<file path="src/design/i2cwr_pkg.sv">
// ----------------------------------------------------------------------------
// i2cwr_pkg
// Shared types and constants for the I2C write-then-read sequencer.
// ----------------------------------------------------------------------------
package i2cwr_pkg;

   localparam int ByteWidth    = 8;
   localparam int CtrlWidth    = 6;
   localparam int StatusWidth  = 2;

   // control word bits
   localparam logic [CtrlWidth-1:0] CB_EN   = 6'h01;
   localparam logic [CtrlWidth-1:0] CB_IE   = 6'h02;
   localparam logic [CtrlWidth-1:0] CB_MST  = 6'h04;
   localparam logic [CtrlWidth-1:0] CB_TX   = 6'h08;
   localparam logic [CtrlWidth-1:0] CB_TXAK = 6'h10;
   localparam logic [CtrlWidth-1:0] CB_RSTA = 6'h20;
   localparam logic [CtrlWidth-1:0] CB_NONE = 6'h00;

   localparam logic [ByteWidth-1:0] READ_BIT = 8'h01;

   typedef enum logic {
      CMD_START = 1'b0,
      CMD_EVENT = 1'b1
   } cmd_type;

   typedef enum logic [StatusWidth-1:0] {
      ST_OK       = 2'd0,
      ST_NAK      = 2'd1,
      ST_ARB_LOST = 2'd2
   } status_type;

   typedef enum logic [5:0] {
      PH_IDLE  = 6'b000001,
      PH_TX    = 6'b000010,
      PH_DUMMY = 6'b000100,
      PH_RX    = 6'b001000,
      PH_NAK   = 6'b010000,
      PH_ARBL  = 6'b100000
   } phase_type;

   typedef struct packed {
      phase_type            phase;
      logic [ByteWidth-1:0] tx_remaining;
      logic [ByteWidth-1:0] rx_remaining;
      logic [ByteWidth-1:0] stored_address;
   } seq_state_type;

   typedef struct packed {
      cmd_type              cmd;
      logic [ByteWidth-1:0] slave_address;
      logic [ByteWidth-1:0] tx_count;
      logic [ByteWidth-1:0] rx_count;
      logic                 nak_seen;
      logic                 arb_lost_seen;
      logic [ByteWidth-1:0] bus_rx_byte;
      logic [ByteWidth-1:0] next_tx_byte;
   } seq_item_type;

   typedef struct packed {
      logic                 control_write;
      logic [CtrlWidth-1:0] control_bits;
      logic                 data_write;
      logic [ByteWidth-1:0] data_byte;
      logic                 tx_taken;
      logic                 dummy_read;
      logic                 rx_valid;
      logic [ByteWidth-1:0] rx_byte;
      logic                 done_res;
      status_type           status_code;
   } seq_result_type;

endpackage

</file>
<file path="src/design/i2cwr_step.sv">
// ----------------------------------------------------------------------------
// i2cwr_step
// Single-pass next-state and result logic for one sequencer word.
// ----------------------------------------------------------------------------
module i2cwr_step (
   input  i2cwr_pkg::seq_state_type  state_cur,
   input  i2cwr_pkg::seq_item_type   item,
   output i2cwr_pkg::seq_state_type  state_nxt,
   output i2cwr_pkg::seq_result_type result
);

   localparam logic [i2cwr_pkg::ByteWidth-1:0] One  = 8'd1;
   localparam logic [i2cwr_pkg::ByteWidth-1:0] Zero = 8'd0;

   logic                                 finish_check;
   logic [i2cwr_pkg::ByteWidth-1:0]      rx_dec;

   assign rx_dec = state_cur.rx_remaining - One;

   always_comb begin
      state_nxt    = state_cur;
      result       = '0;
      finish_check = 1'b0;

      if (item.cmd == i2cwr_pkg::CMD_START) begin
         state_nxt.stored_address = item.slave_address;
         state_nxt.tx_remaining   = item.tx_count;
         state_nxt.rx_remaining   = item.rx_count;
         state_nxt.phase          = i2cwr_pkg::PH_TX;
         result.control_write     = 1'b1;
         result.control_bits      = i2cwr_pkg::CB_EN | i2cwr_pkg::CB_IE |
                                    i2cwr_pkg::CB_MST | i2cwr_pkg::CB_TX;
         result.data_write        = 1'b1;
         result.data_byte         = item.slave_address;
      end else begin
         unique case (state_cur.phase)
            i2cwr_pkg::PH_TX: begin
               priority if (item.nak_seen) begin
                  state_nxt.phase = i2cwr_pkg::PH_NAK;
                  finish_check    = 1'b1;
               end else if (state_cur.tx_remaining != Zero) begin
                  result.data_write      = 1'b1;
                  result.data_byte       = item.next_tx_byte;
                  result.tx_taken        = 1'b1;
                  state_nxt.tx_remaining = state_cur.tx_remaining - One;
               end else if (state_cur.rx_remaining != Zero) begin
                  // repeated start with the read bit set
                  result.control_write = 1'b1;
                  result.control_bits  = i2cwr_pkg::CB_EN | i2cwr_pkg::CB_IE |
                                         i2cwr_pkg::CB_MST | i2cwr_pkg::CB_TX |
                                         i2cwr_pkg::CB_RSTA;
                  result.data_write    = 1'b1;
                  result.data_byte     = state_cur.stored_address | i2cwr_pkg::READ_BIT;
                  state_nxt.phase      = i2cwr_pkg::PH_DUMMY;
               end else begin
                  result.control_write = 1'b1;
                  result.control_bits  = i2cwr_pkg::CB_EN;
                  state_nxt.phase      = i2cwr_pkg::PH_IDLE;
                  finish_check         = 1'b1;
               end
            end
            i2cwr_pkg::PH_DUMMY: begin
               result.control_write = 1'b1;
               result.control_bits  = i2cwr_pkg::CB_EN | i2cwr_pkg::CB_IE |
                                      i2cwr_pkg::CB_MST |
                                      ((state_cur.rx_remaining == One) ?
                                       i2cwr_pkg::CB_TXAK : i2cwr_pkg::CB_NONE);
               result.dummy_read    = 1'b1;
               state_nxt.phase      = i2cwr_pkg::PH_RX;
            end
            i2cwr_pkg::PH_RX: begin
               if (state_cur.rx_remaining != Zero) begin
                  result.rx_valid        = 1'b1;
                  result.rx_byte         = item.bus_rx_byte;
                  state_nxt.rx_remaining = rx_dec;
                  if (rx_dec == One) begin
                     // turn acknowledge off before the last byte
                     result.control_write = 1'b1;
                     result.control_bits  = i2cwr_pkg::CB_EN | i2cwr_pkg::CB_IE |
                                            i2cwr_pkg::CB_MST | i2cwr_pkg::CB_TXAK;
                  end
                  if (rx_dec == Zero) begin
                     state_nxt.phase = i2cwr_pkg::PH_IDLE;
                     finish_check    = 1'b1;
                  end
               end else begin
                  finish_check = 1'b1;
               end
            end
            default: begin
               finish_check = 1'b1;
            end
         endcase

         if (finish_check) begin
            if (item.arb_lost_seen) begin
               state_nxt.phase = i2cwr_pkg::PH_ARBL;
            end
            if (state_nxt.phase == i2cwr_pkg::PH_IDLE ||
                state_nxt.phase == i2cwr_pkg::PH_NAK ||
                state_nxt.phase == i2cwr_pkg::PH_ARBL) begin
               result.control_write = 1'b1;
               result.control_bits  = i2cwr_pkg::CB_NONE;
               result.done_res      = 1'b1;
               priority if (state_nxt.phase == i2cwr_pkg::PH_NAK) begin
                  result.status_code = i2cwr_pkg::ST_NAK;
               end else if (state_nxt.phase == i2cwr_pkg::PH_ARBL) begin
                  result.status_code = i2cwr_pkg::ST_ARB_LOST;
               end else begin
                  result.status_code = i2cwr_pkg::ST_OK;
               end
            end
         end
      end
   end

endmodule

</file>
<file path="src/design/i2c_write_read_sequencer_unit.sv">
// ----------------------------------------------------------------------------
// i2c_write_read_sequencer_unit
// I2C master write-then-read sequencer with a repeated start.
// ----------------------------------------------------------------------------
// Each request word (a start, or one byte-complete event from the bus
// controller) yields exactly one response word, registered when the word is
// accepted. The sequencer state and the response register update in the same
// cycle, so a new request word is taken every clock: req_ready is high
// whenever the response register is empty or its word is taken in that same
// cycle, and low only while a response word waits on rsp_ready (and during
// reset). A start replaces any transfer in progress. The response tells the
// driver what to do with the controller: write the control word, write a data
// byte (address, address with read bit, or payload), consume the offered
// payload byte, perform the dummy read, or hand over a received byte. A
// response with done_res set carries the final status and a control word of
// zero, which disables the controller.
// ----------------------------------------------------------------------------
module i2c_write_read_sequencer_unit (
   input  logic       clock,
   input  logic       reset,

   input  logic       req_valid,
   output logic       req_ready,
   input  logic       req_cmd,
   input  logic [7:0] req_slave_address,
   input  logic [7:0] req_tx_count,
   input  logic [7:0] req_rx_count,
   input  logic       req_nak_seen,
   input  logic       req_arb_lost_seen,
   input  logic [7:0] req_bus_rx_byte,
   input  logic [7:0] req_next_tx_byte,

   output logic       rsp_valid,
   input  logic       rsp_ready,
   output logic       rsp_control_write,
   output logic [5:0] rsp_control_bits,
   output logic       rsp_data_write,
   output logic [7:0] rsp_data_byte,
   output logic       rsp_tx_taken,
   output logic       rsp_dummy_read,
   output logic       rsp_rx_valid,
   output logic [7:0] rsp_rx_byte,
   output logic       rsp_done_res,
   output logic [1:0] rsp_status_code
);

   i2cwr_pkg::seq_state_type  state_ff, state_in;
   i2cwr_pkg::seq_item_type   item;
   i2cwr_pkg::seq_result_type result_ff, result_in;
   logic                      rsp_valid_ff, rsp_valid_in;
   logic                      req_fire;

   // gather the request word
   assign item.cmd           = i2cwr_pkg::cmd_type'(req_cmd);
   assign item.slave_address = req_slave_address;
   assign item.tx_count      = req_tx_count;
   assign item.rx_count      = req_rx_count;
   assign item.nak_seen      = req_nak_seen;
   assign item.arb_lost_seen = req_arb_lost_seen;
   assign item.bus_rx_byte   = req_bus_rx_byte;
   assign item.next_tx_byte  = req_next_tx_byte;

   // accept when the response register is free or drains this cycle
   assign req_ready = ~reset & (~rsp_valid_ff | rsp_ready);
   assign req_fire  = req_valid & req_ready;

   i2cwr_step u_step (
      .state_cur (state_ff),
      .item      (item),
      .state_nxt (state_in),
      .result    (result_in)
   );

   // hold the response until taken, drop the valid flag once it leaves
   always_comb begin
      priority if (req_fire) begin
         rsp_valid_in = 1'b1;
      end else if (rsp_ready) begin
         rsp_valid_in = 1'b0;
      end else begin
         rsp_valid_in = rsp_valid_ff;
      end
   end

   always_ff @(posedge clock) begin
      if (reset) begin
         state_ff.phase          <= i2cwr_pkg::PH_IDLE;
         state_ff.tx_remaining   <= '0;
         state_ff.rx_remaining   <= '0;
         state_ff.stored_address <= '0;
         rsp_valid_ff            <= 1'b0;
      end else begin
         rsp_valid_ff <= rsp_valid_in;
         if (req_fire) begin
            state_ff <= state_in;
         end
      end
   end

   // response payload, no reset needed
   always_ff @(posedge clock) begin
      if (req_fire) begin
         result_ff <= result_in;
      end
   end

   assign rsp_valid         = rsp_valid_ff;
   assign rsp_control_write = result_ff.control_write;
   assign rsp_control_bits  = result_ff.control_bits;
   assign rsp_data_write    = result_ff.data_write;
   assign rsp_data_byte     = result_ff.data_byte;
   assign rsp_tx_taken      = result_ff.tx_taken;
   assign rsp_dummy_read    = result_ff.dummy_read;
   assign rsp_rx_valid      = result_ff.rx_valid;
   assign rsp_rx_byte       = result_ff.rx_byte;
   assign rsp_done_res      = result_ff.done_res;
   assign rsp_status_code   = result_ff.status_code;

   // a finished transfer always disables the controller
   a_done_disables: assert property (@(posedge clock) disable iff (reset)
      rsp_valid_ff && result_ff.done_res |->
         result_ff.control_write && (result_ff.control_bits == i2cwr_pkg::CB_NONE))
      else $error("done response without a zero control word");

   // a start always moves the sequencer to transmit
   a_start_to_tx: assert property (@(posedge clock) disable iff (reset)
      req_fire && (req_cmd == i2cwr_pkg::CMD_START) |=>
         state_ff.phase == i2cwr_pkg::PH_TX)
      else $error("start did not enter transmit phase");

   // received bytes come only out of the receive phase
   a_rx_from_rx: assert property (@(posedge clock) disable iff (reset)
      $past(req_fire) && result_ff.rx_valid |->
         $past(state_ff.phase) == i2cwr_pkg::PH_RX)
      else $error("received byte outside receive phase");

   // each consumed payload byte counts down the transmit budget
   a_tx_count: assert property (@(posedge clock) disable iff (reset)
      $past(req_fire) && result_ff.tx_taken |->
         state_ff.tx_remaining == $past(state_ff.tx_remaining) - 8'd1)
      else $error("payload byte taken without count down");

endmodule

</file>
<file path="config.mk">
export PLATFORM = sky130hd
export DESIGN_NAME = i2c_write_read_sequencer_unit
export DESIGN_NICKNAME = d
export VERILOG_FILES = /design/src/design/i2cwr_pkg.sv /design/src/design/i2cwr_step.sv /design/src/design/i2c_write_read_sequencer_unit.sv
export SDC_FILE = /design/constraint.sdc
export NUM_CORES = 1
export LEC_CHECK = 0
export BUFFER_PORTS_ARGS = -buffer_cell sky130_fd_sc_hd__buf_2
export CORE_ASPECT_RATIO = 2
export CORE_MARGIN = 1.5
export CORE_UTILIZATION = 30
export DETAILED_ROUTE_END_ITERATION = 10
export PLACE_DENSITY_LB_ADDON = 0.15
export SYNTH_ARGS = -nofsm -noshare
export SYNTH_HDL_FRONTEND = slang
export SYNTH_SLANG_ARGS = --single-unit
</file>
<file path="constraint.sdc">
create_clock -name clock -period 3.4 [get_ports clock]
set_clock_uncertainty 0.1 [all_clocks]
set_input_delay 0.34 -clock clock [delete_from_list [all_inputs] [get_ports clock]]
set_output_delay 0.34 -clock clock [all_outputs]
set_load 0.05 [all_outputs]
</file>
==> results.md, run 1 <==
* Largest family of logic cells by synthesized area: simple AND/OR/NAND/NOR gates
* Design area at 0.00395 sq mm
* TritonCTS clock tree: built
* Dpl hpwl at 6.39 mm
* CTS H-tree depth at 3
* Main synth FF type: dfxtp_1
* Post-DR wirelength/cell at 15.7 microns
* Netlist cell types at 62
* CTS max path bufs at 2
* Die footprint at 0.0110 sq mm
* Core ar. at 0.0101 sq mm
* Synth top area share at 28.1%
* Root Buffer: clkbuf_16
* Clock-pin slew on the worst setup and hold paths at 0.05 ns
* Worst setup path class: reg2reg
* Layout cell share with drive strength beyond 1 at 27.7%
* Post-synthesis mux area share at 0.646%
* Max-Cap Viols at 0
* Leak at 1.53 nW
* Drt total wl at 8.78 mm
* CP arrival at 3.16 ns
* Final TNS setup at 0 ns
* Slew Limit Fails at 0
* ANT nets after route at 0
* Post-synth EDFFs at 29
* Peak VDD IR at 0.000224 V
* Yosys warning count at 0
* Post-synthesis compound-gate area fraction at 22.2%
* First-pass GRT wire length at 14.0 mm
* Fin. Hold Viols at 0
* Slew margin rel. at 44.9%
* Initial DRC count at 237
* Async SR Flop Fraction at 0%
* Die X at 74.9 microns
* Final setup viols at 0
* Height of the die at 147 microns
* Crit end category: flop
* PortBufs at 78
* Net Count, Synth at 392
* Avg Cell Area, Syn at 9.12 sq um
* Vias/cell at 5.16
* Status: finished, final reports clean
* RSZ-0062 raised after global routing: no
* CTS Sinks at 59
* Syn Inst Count at 340
* Router iterations before antenna repair at 4
* P per Cell Area at 513 mW/mm^2
* # Post-CTS Setup Buffers at 0
* Initial antenna violation count at 0
* GRT Util Overall at 16.9%
* Largest area contributor in the netlist: edfxtp_1
* Crit share post-route at 91.3%
* Simple-Gate Fraction of Synth Area at 23.5%
* Top-Level Pins at 79
* Type of origin of the critical path: flop
* Via Count at 2882
* Starting Density at 30.7%
* Crit-path max FO at 8
* Hold Crit Class: in2reg
* N_diodes at 0
* # rows at 52
* Slew @ Worst Pin at 0.826 ns
* Post-Synth XOR/XNOR Area at 0.565%
* Number of global-route vias before repair at 2814
* Worst endpoint required time at 3.45 ns
* Post-synthesis sequential area ratio at 47.5%
* Synth Register Bits at 59
* Insertion delay to the later sink of the worst-skew pair at 0.34 ns
* Dpl cell area at 0.00363 sq mm
* Adder-cell area share of the yosys netlist at 2.02%
* Area contributors post-synth: edfxtp_1 28%, dfxtp_1 19%, nor2_1 5.5%, nand2_1 5.1%, a21oi_1 4.2%
* Max Clk Rate at 322 MHz
* CTS buffer count at 9
* DR DRC count at 0
* Largest net degree at the start of global routing at 43
* Area delta synth->final at 27.3%
* Post-synthesis cell area at 0.00310 sq mm
* R2R setup slack at 0.30 ns
* # nets final at 470
* GRT overflow at 0
* Gpl congestion at 0.866
* Minimum clock period at 3.10 ns
-- power by group --
| group | total, mW | leakage [nW] | internal, mW | switching (mW) |
|---|---|---|---|---|
| Clock | 0.916 | 0.142 | 0.570 | 0.346 |
| Combinational | 0.310 | 0.863 | 0.105 | 0.204 |
| Sequential | 0.796 | 0.521 | 0.776 | 0.0204 |
| Total | 2.02 | 1.53 | 1.45 | 0.571 |
-- layout by cell type, fill, tap and decap left out, drive strengths merged, types with 3 or more instances in the layout --
cell	n
a211oi	9
a21oi	27
a221oi	9
a22oi	4
a31oi	4
and2	10
buf	85
clkbuf	9
clkinv	5
dfxtp	30
edfxtp	29
ha	5
inv	8
nand2	42
nand2b	4
nand3	6
nand3b	4
nand4	3
nor2	46
nor3	10
o21ai	20
o22ai	4
o31ai	4
or3	4
or3b	3
-- cell type report --
class	count	area, sq um
multi-input combinational	254	1530
sequential	59	1470
tap	135	169
fill	1056	6140
inverter	9	33.8
clock inverter	7	76.3
clock buffer	9	225
timing repair buffer	85	443
-- stage by stage --
step / hold slack [ns] / util [%] / std cells / worst slack, ns / total power, mW
6_report: 0.134 / 39.1 / 558 / 0.295 / 2.02
5_1_grt: 0.167 / 39.1 / 558 / 0.00167 / 2.10
2_1_floorplan: 0.336 / - / 340 / 0.327 / 1.03
4_1_cts: 0.131 / 39.0 / 558 / 0.256 / 2.04
3_5_place_dp: 0.348 / 36.0 / 542 / 0.285 / 1.12
3_3_place_gp: 0.341 / 36.0 / 542 / 0.401 / 1.12
-- final timing paths --
path	from	to	depth (start not counted)
worst max-delay path	state_ff[8]$_SDFFE_PP0P_	rsp_status_code[1]$_SDFFCE_PP0P_	9
worst min-delay path	req_valid	rsp_valid$_SDFFE_PP0P_	3
worst max register to register	state_ff[8]$_SDFFE_PP0P_	rsp_status_code[1]$_SDFFCE_PP0P_	9
worst min register to register	state_ff[3]$_SDFFE_PP0P_	state_ff[3]$_SDFFE_PP0P_	2
-- logic make-up after synthesis --
family,Yosys count
flops,59
xor+xnor,2
compound gates,100
simple gates,145
buf+inv,27
mux,2
fa+ha+maj,5
-- repair_timing --
action,4_1_cts,5_1_grt
hold endpoints to repair,0,0
gates resized for setup,0,1
setup endpoints to repair,0,1
hold buffers,0,0
-- worst max-delay path, stage by stage, from the launching register on --
cell and delay (ns):
dfxtp_1 0.38, inv_1 0.12, ha_1 0.30, or3b_2 0.51, xnor2_1 0.20, a2111oi_4 0.45
a21oi_1 0.15, o221ai_1 0.31, nand4_1 0.21, o32ai_1 0.19
-- routing by layer --
layer	share of wire [%]	GRT usage, %	up-vias
met2	54	29.3	99
met3	3.9	3.22	30
met5	0	0	-
li1	-	-	1412
met4	5.0	11.2	0
met1	37	17.7	1341
-- Yosys cell counts, types with 5 or more instances --
| master | count |
|---|---|
| nor2_1 | 45 |
| nand2_1 | 42 |
| dfxtp_1 | 30 |
| edfxtp_1 | 29 |
| a21oi_1 | 26 |
| o21ai_0 | 18 |
| clkbuf_1 | 14 |
| and2_1 | 10 |
| a211oi_1 | 9 |
| a221oi_1 | 9 |
| nor3_1 | 9 |
| inv_1 | 7 |
| nand3_1 | 6 |
| ha_1 | 5 |
-- registers in the layout (all words and copies together) (netlist names) --
signal	cells
rsp_dummy_read	1
rsp_rx_byte	8
rsp_data_byte	8
rsp_tx_taken	1
rsp_control_write	1
rsp_data_write	1
rsp_status_code	2
rsp_rx_valid	1
rsp_valid	1
rsp_done_res	1
rsp_control_bits	5
state_ff	29
Note: power is estimated with default switching activity, not from simulation.
==> inputs of run 2 (changes only) <==
--- a/config.mk
+++ b/config.mk
@@ -5,11 +5,12 @@
 export SDC_FILE = /design/constraint.sdc
 export NUM_CORES = 1
 export LEC_CHECK = 0
-export BUFFER_PORTS_ARGS = -buffer_cell sky130_fd_sc_hd__buf_2
+export ABC_AREA = 1
 export CORE_ASPECT_RATIO = 2
 export CORE_MARGIN = 1.5
 export CORE_UTILIZATION = 30
 export DETAILED_ROUTE_END_ITERATION = 10
+export DONT_BUFFER_PORTS = 1
 export PLACE_DENSITY_LB_ADDON = 0.15
 export SYNTH_ARGS = -nofsm -noshare
 export SYNTH_HDL_FRONTEND = slang
==> run 2 against run 1 <==
Effect of this change:
- via count is 8.2% lower
- largest power group unchanged
- highest routed layer unchanged
- critical endpoint is now rsp_control_bits[0]$_SDFFCE_PN1P_
- core utilization decreased by 3.8 points
- clock-buffer cell count is the same
- first-iteration DRC count fell by 43%
- cell area fell by 6.9%
- routed wire length down 9.9%
- synthesized area up 2.6%
- non-clock buffer count shrank 80
==> results.md, run 2 <==
* Gpl congestion at 0.869 (was 0.866)
* Post-cts resize count at 0 (unchanged)
* Combinational Power Share at 10.9% (was 15.3%)
* CP arrival at 2.51 ns (was 3.16 ns)
* Async SR Flop Fraction at 0% (unchanged)
* Post-synthesis cell area at 0.00318 sq mm (was 0.00310 sq mm)
* Switching Share at 27.2% (was 28.2%)
* Reg with most FFs: state_ff (unchanged)
* PortBufs at 0 (was 78)
* Layout cell share with drive strength beyond 1 at 13.5% (was 27.7%)
* P per Cell Area at 561 mW/mm^2 (was 513 mW/mm^2)
* CTS H-tree depth at 3 (unchanged)
* Sequential power share at 41.6% (was 39.4%)
* DR DRC count at 0 (unchanged)
* GRT Util Overall at 15.4% (was 16.9%)
* Top-Level Pins at 79 (unchanged)
* Met2 wire length at 4.37 mm (was 4.76 mm)
* Commonest cells after routing, fill and taps aside: 74 x nand2_1, 58 x inv_1, 35 x nor2_1, 31 x a21oi_1 (was 78 x buf_2, 45 x nor2_1, 42 x nand2_1, 30 x dfxtp_1, 29 x edfxtp_1)
* Slew @ Worst Pin at 0.885 ns (was 0.826 ns)
* Die X at 75.8 microns (was 74.9 microns)
* Int Pwr at 1.50 mW (was 1.45 mW)
* Starting Density at 30.5% (was 30.7%)
* Netlist cell types at 34 (was 62)
* Final cell count without fillers at 545 (was 558)
* RSZ-0062 raised after global routing: no (unchanged)
* Final setup viols at 0 (unchanged)
* Final core utilization at 35.3% (was 39.1%)
* ANT nets after route at 0 (unchanged)
* Fin. Hold Viols at 0 (unchanged)
* CTS Sinks at 59 (unchanged)
* Initial antenna violation count at 0 (unchanged)
* GRT overflow at 0 (unchanged)
* Most common cell after layout, fill and taps aside: nand2_1 (was buf_2)
* Net Count, Synth at 450 (was 392)
* Setup ws final at 0.848 ns (was 0.295 ns)
* Avg Cell Area, Syn at 7.99 sq um (was 9.12 sq um)
* Via Count at 2647 (was 2882)
* Area delta synth->final at 15.5% (was 27.3%)
* Post-synthesis sequential area ratio at 46.3% (was 47.5%)
* Type of origin of the critical path: flop (unchanged)
* Worst setup path class: reg2reg (unchanged)
* Initial DRC count at 134 (was 237)
* N_diodes at 0 (unchanged)
* Max Clk Rate at 392 MHz (was 322 MHz)
* Count leader, synth: nand2_1 (was nor2_1)
* CTS max path bufs at 2 (unchanged)
* Top Metal Used: met4 (unchanged)
* Number of global-route vias before repair at 2672 (was 2814)
* Status: finished, final reports clean (unchanged)
* Crit end category: flop (unchanged)
* Top cells by count, synth: 74 x nand2_1, 58 x inv_1, 35 x nor2_1 (was 45 x nor2_1, 42 x nand2_1, 30 x dfxtp_1)
* Syn Inst Count at 398 (was 340)
* Yosys warning count at 0 (unchanged)
* Post-DR wirelength/cell at 14.5 microns (was 15.7 microns)
* Minimum clock period at 2.55 ns (was 3.10 ns)
* Area contributors post-synth: edfxtp_1 27%, dfxtp_1 19%, nand2_1 8.7%, inv_1 6.8%, a21oi_1 5.0% (was edfxtp_1 28%, dfxtp_1 19%, nor2_1 5.5%, nand2_1 5.1%, a21oi_1 4.2%)
* Main synth FF type: dfxtp_1 (unchanged)
* Insertion delay to the later sink of the worst-skew pair at 0.33 ns (was 0.34 ns)
* Crit-path max FO at 7 (was 8)
* CTS buffer count at 9 (unchanged)
* Drt total wl at 7.91 mm (was 8.78 mm)
* Final TNS setup at 0 ns (unchanged)
* Clock Power Share at 47.5% (was 45.3%)
* Peak VDD IR at 0.000223 V (was 0.000224 V)
* Root Buffer: clkbuf_16 (unchanged)
* Worst endpoint required time at 3.36 ns (was 3.45 ns)
* Dpl hpwl at 6.01 mm (was 6.39 mm)
* First-pass GRT wire length at 13.0 mm (was 14.0 mm)
* # placed instances at 528 (was 542)
* Slew margin rel. at 41.1% (was 44.9%)
* Height of the die at 149 microns (was 147 microns)
* Router iterations before antenna repair at 4 (unchanged)
* Vias/cell at 4.86 (was 5.16)
* Post-synth EDFFs at 29 (unchanged)
* Synth top area share at 27.4% (was 28.1%)
* Max reg flops at 29 (unchanged)
* Largest area contributor in the netlist: edfxtp_1 (unchanged)
* # rows at 53 (was 52)
* Synth Register Bits at 59 (unchanged)
* Clock-pin slew on the worst setup and hold paths at 0.06 ns (was 0.05 ns)
* Met1 Wirelength at 2.96 mm (was 3.23 mm)
* # nets final at 455 (was 470)
* TritonCTS clock tree: built (unchanged)
* Die footprint at 0.0113 sq mm (was 0.0110 sq mm)
* Hold Crit Class: in2reg (unchanged)
* Leak at 1.48 nW (was 1.53 nW)
* Met3 wire len at 317 microns (was 346 microns)
* Core ar. at 0.0104 sq mm (was 0.0101 sq mm)
* Psw at 0.561 mW (was 0.571 mW)
* Crit share post-route at 75.0% (was 91.3%)
* Max-Cap Viols at 0 (unchanged)
* DP Worst Slack at 0.847 ns (was 0.285 ns)
* Slew Limit Fails at 0 (unchanged)
* Fillers at 1103 (was 1056)
* Largest net degree at the start of global routing at 25 (was 43)
run 2: kinds of logic (layout without fill, tap and decap cells):
kind of cell / Yosys count / in the layout / share of synthesized area (%)
xor+xnor: 5 / 5 / 1.38
fa+ha+maj: 5 / 5 / 1.97
flops: 59 / 59 / 46.3
buf+inv: 76 / 86 / 9.17
compound gates: 90 / 90 / 16.2
simple gates: 163 / 163 / 25.0
run 2: final timing paths:
check	from	end	slack [ns]	cells after the start
max	state_ff[8]$_SDFFE_PP0P_	rsp_control_bits[0]$_SDFFCE_PN1P_	0.85	12
min	req_valid	rsp_valid$_SDFFE_PP0P_	0.03	2
max reg2reg	state_ff[8]$_SDFFE_PP0P_	rsp_control_bits[0]$_SDFFCE_PN1P_	0.85	12
min reg2reg	state_ff[1]$_SDFFE_PP0P_	state_ff[1]$_SDFFE_PP0P_	0.35	2
run 2: power by group through the flow:
stage | clock network [mW] | registers, mW | logic [mW]
floorplan | 0 | 0.864 | 0.185
global placement | 0 | 0.872 | 0.223
detailed placement | 0 | 0.872 | 0.224
CTS | 1.01 | 0.857 | 0.228
global route | 1.05 | 0.862 | 0.258
finish | 0.980 | 0.857 | 0.224
run 2: cell type report:
type,instances,area [sq um],area share (%)
well taps,137,171,4.67
inverters,65,244,6.64
flip-flops and latches,59,1470,40.1
clock buffers,9,225,6.13
multi-input cells,263,1420,38.7
repair buffers,5,40.0,1.09
clock inverters,7,101,2.76
run 2: metrics by stage:
step / power [mW] / hold slack, ns / instance area, sq um
2_1_floorplan: 1.05 / 0.318 / 3180
6_report: 2.06 / 0.0312 / 3670
4_1_cts: 2.09 / 0.0221 / 3670
5_1_grt: 2.17 / 0.0293 / 3670
3_5_place_dp: 1.10 / 0.314 / 3340
3_3_place_gp: 1.09 / 0.314 / 3340
run 2: metal layers:
metal  global-route usage [%]  vias up
li1                         -     1344
met5                        0        -
met1                     15.4     1222
met4                     8.04        0
met3                     4.07       15
met2                     27.7       66
run 2: critical path: stages (launching register included):
cell	delay (ns)
dfxtp_1	0.40
inv_1	0.16
ha_1	0.29
xnor2_1	0.20
nand3_1	0.15
nor2_1	0.18
nand4_1	0.12
nand3_1	0.20
nand2_1	0.07
inv_1	0.07
nand4_2	0.12
nand3_4	0.14
a21oi_1	0.07
run 2: what timing repair did:
action	in CTS	in global routing
setup buffers	0	0
hold endpoints to repair	11	0
hold buffers	1	0
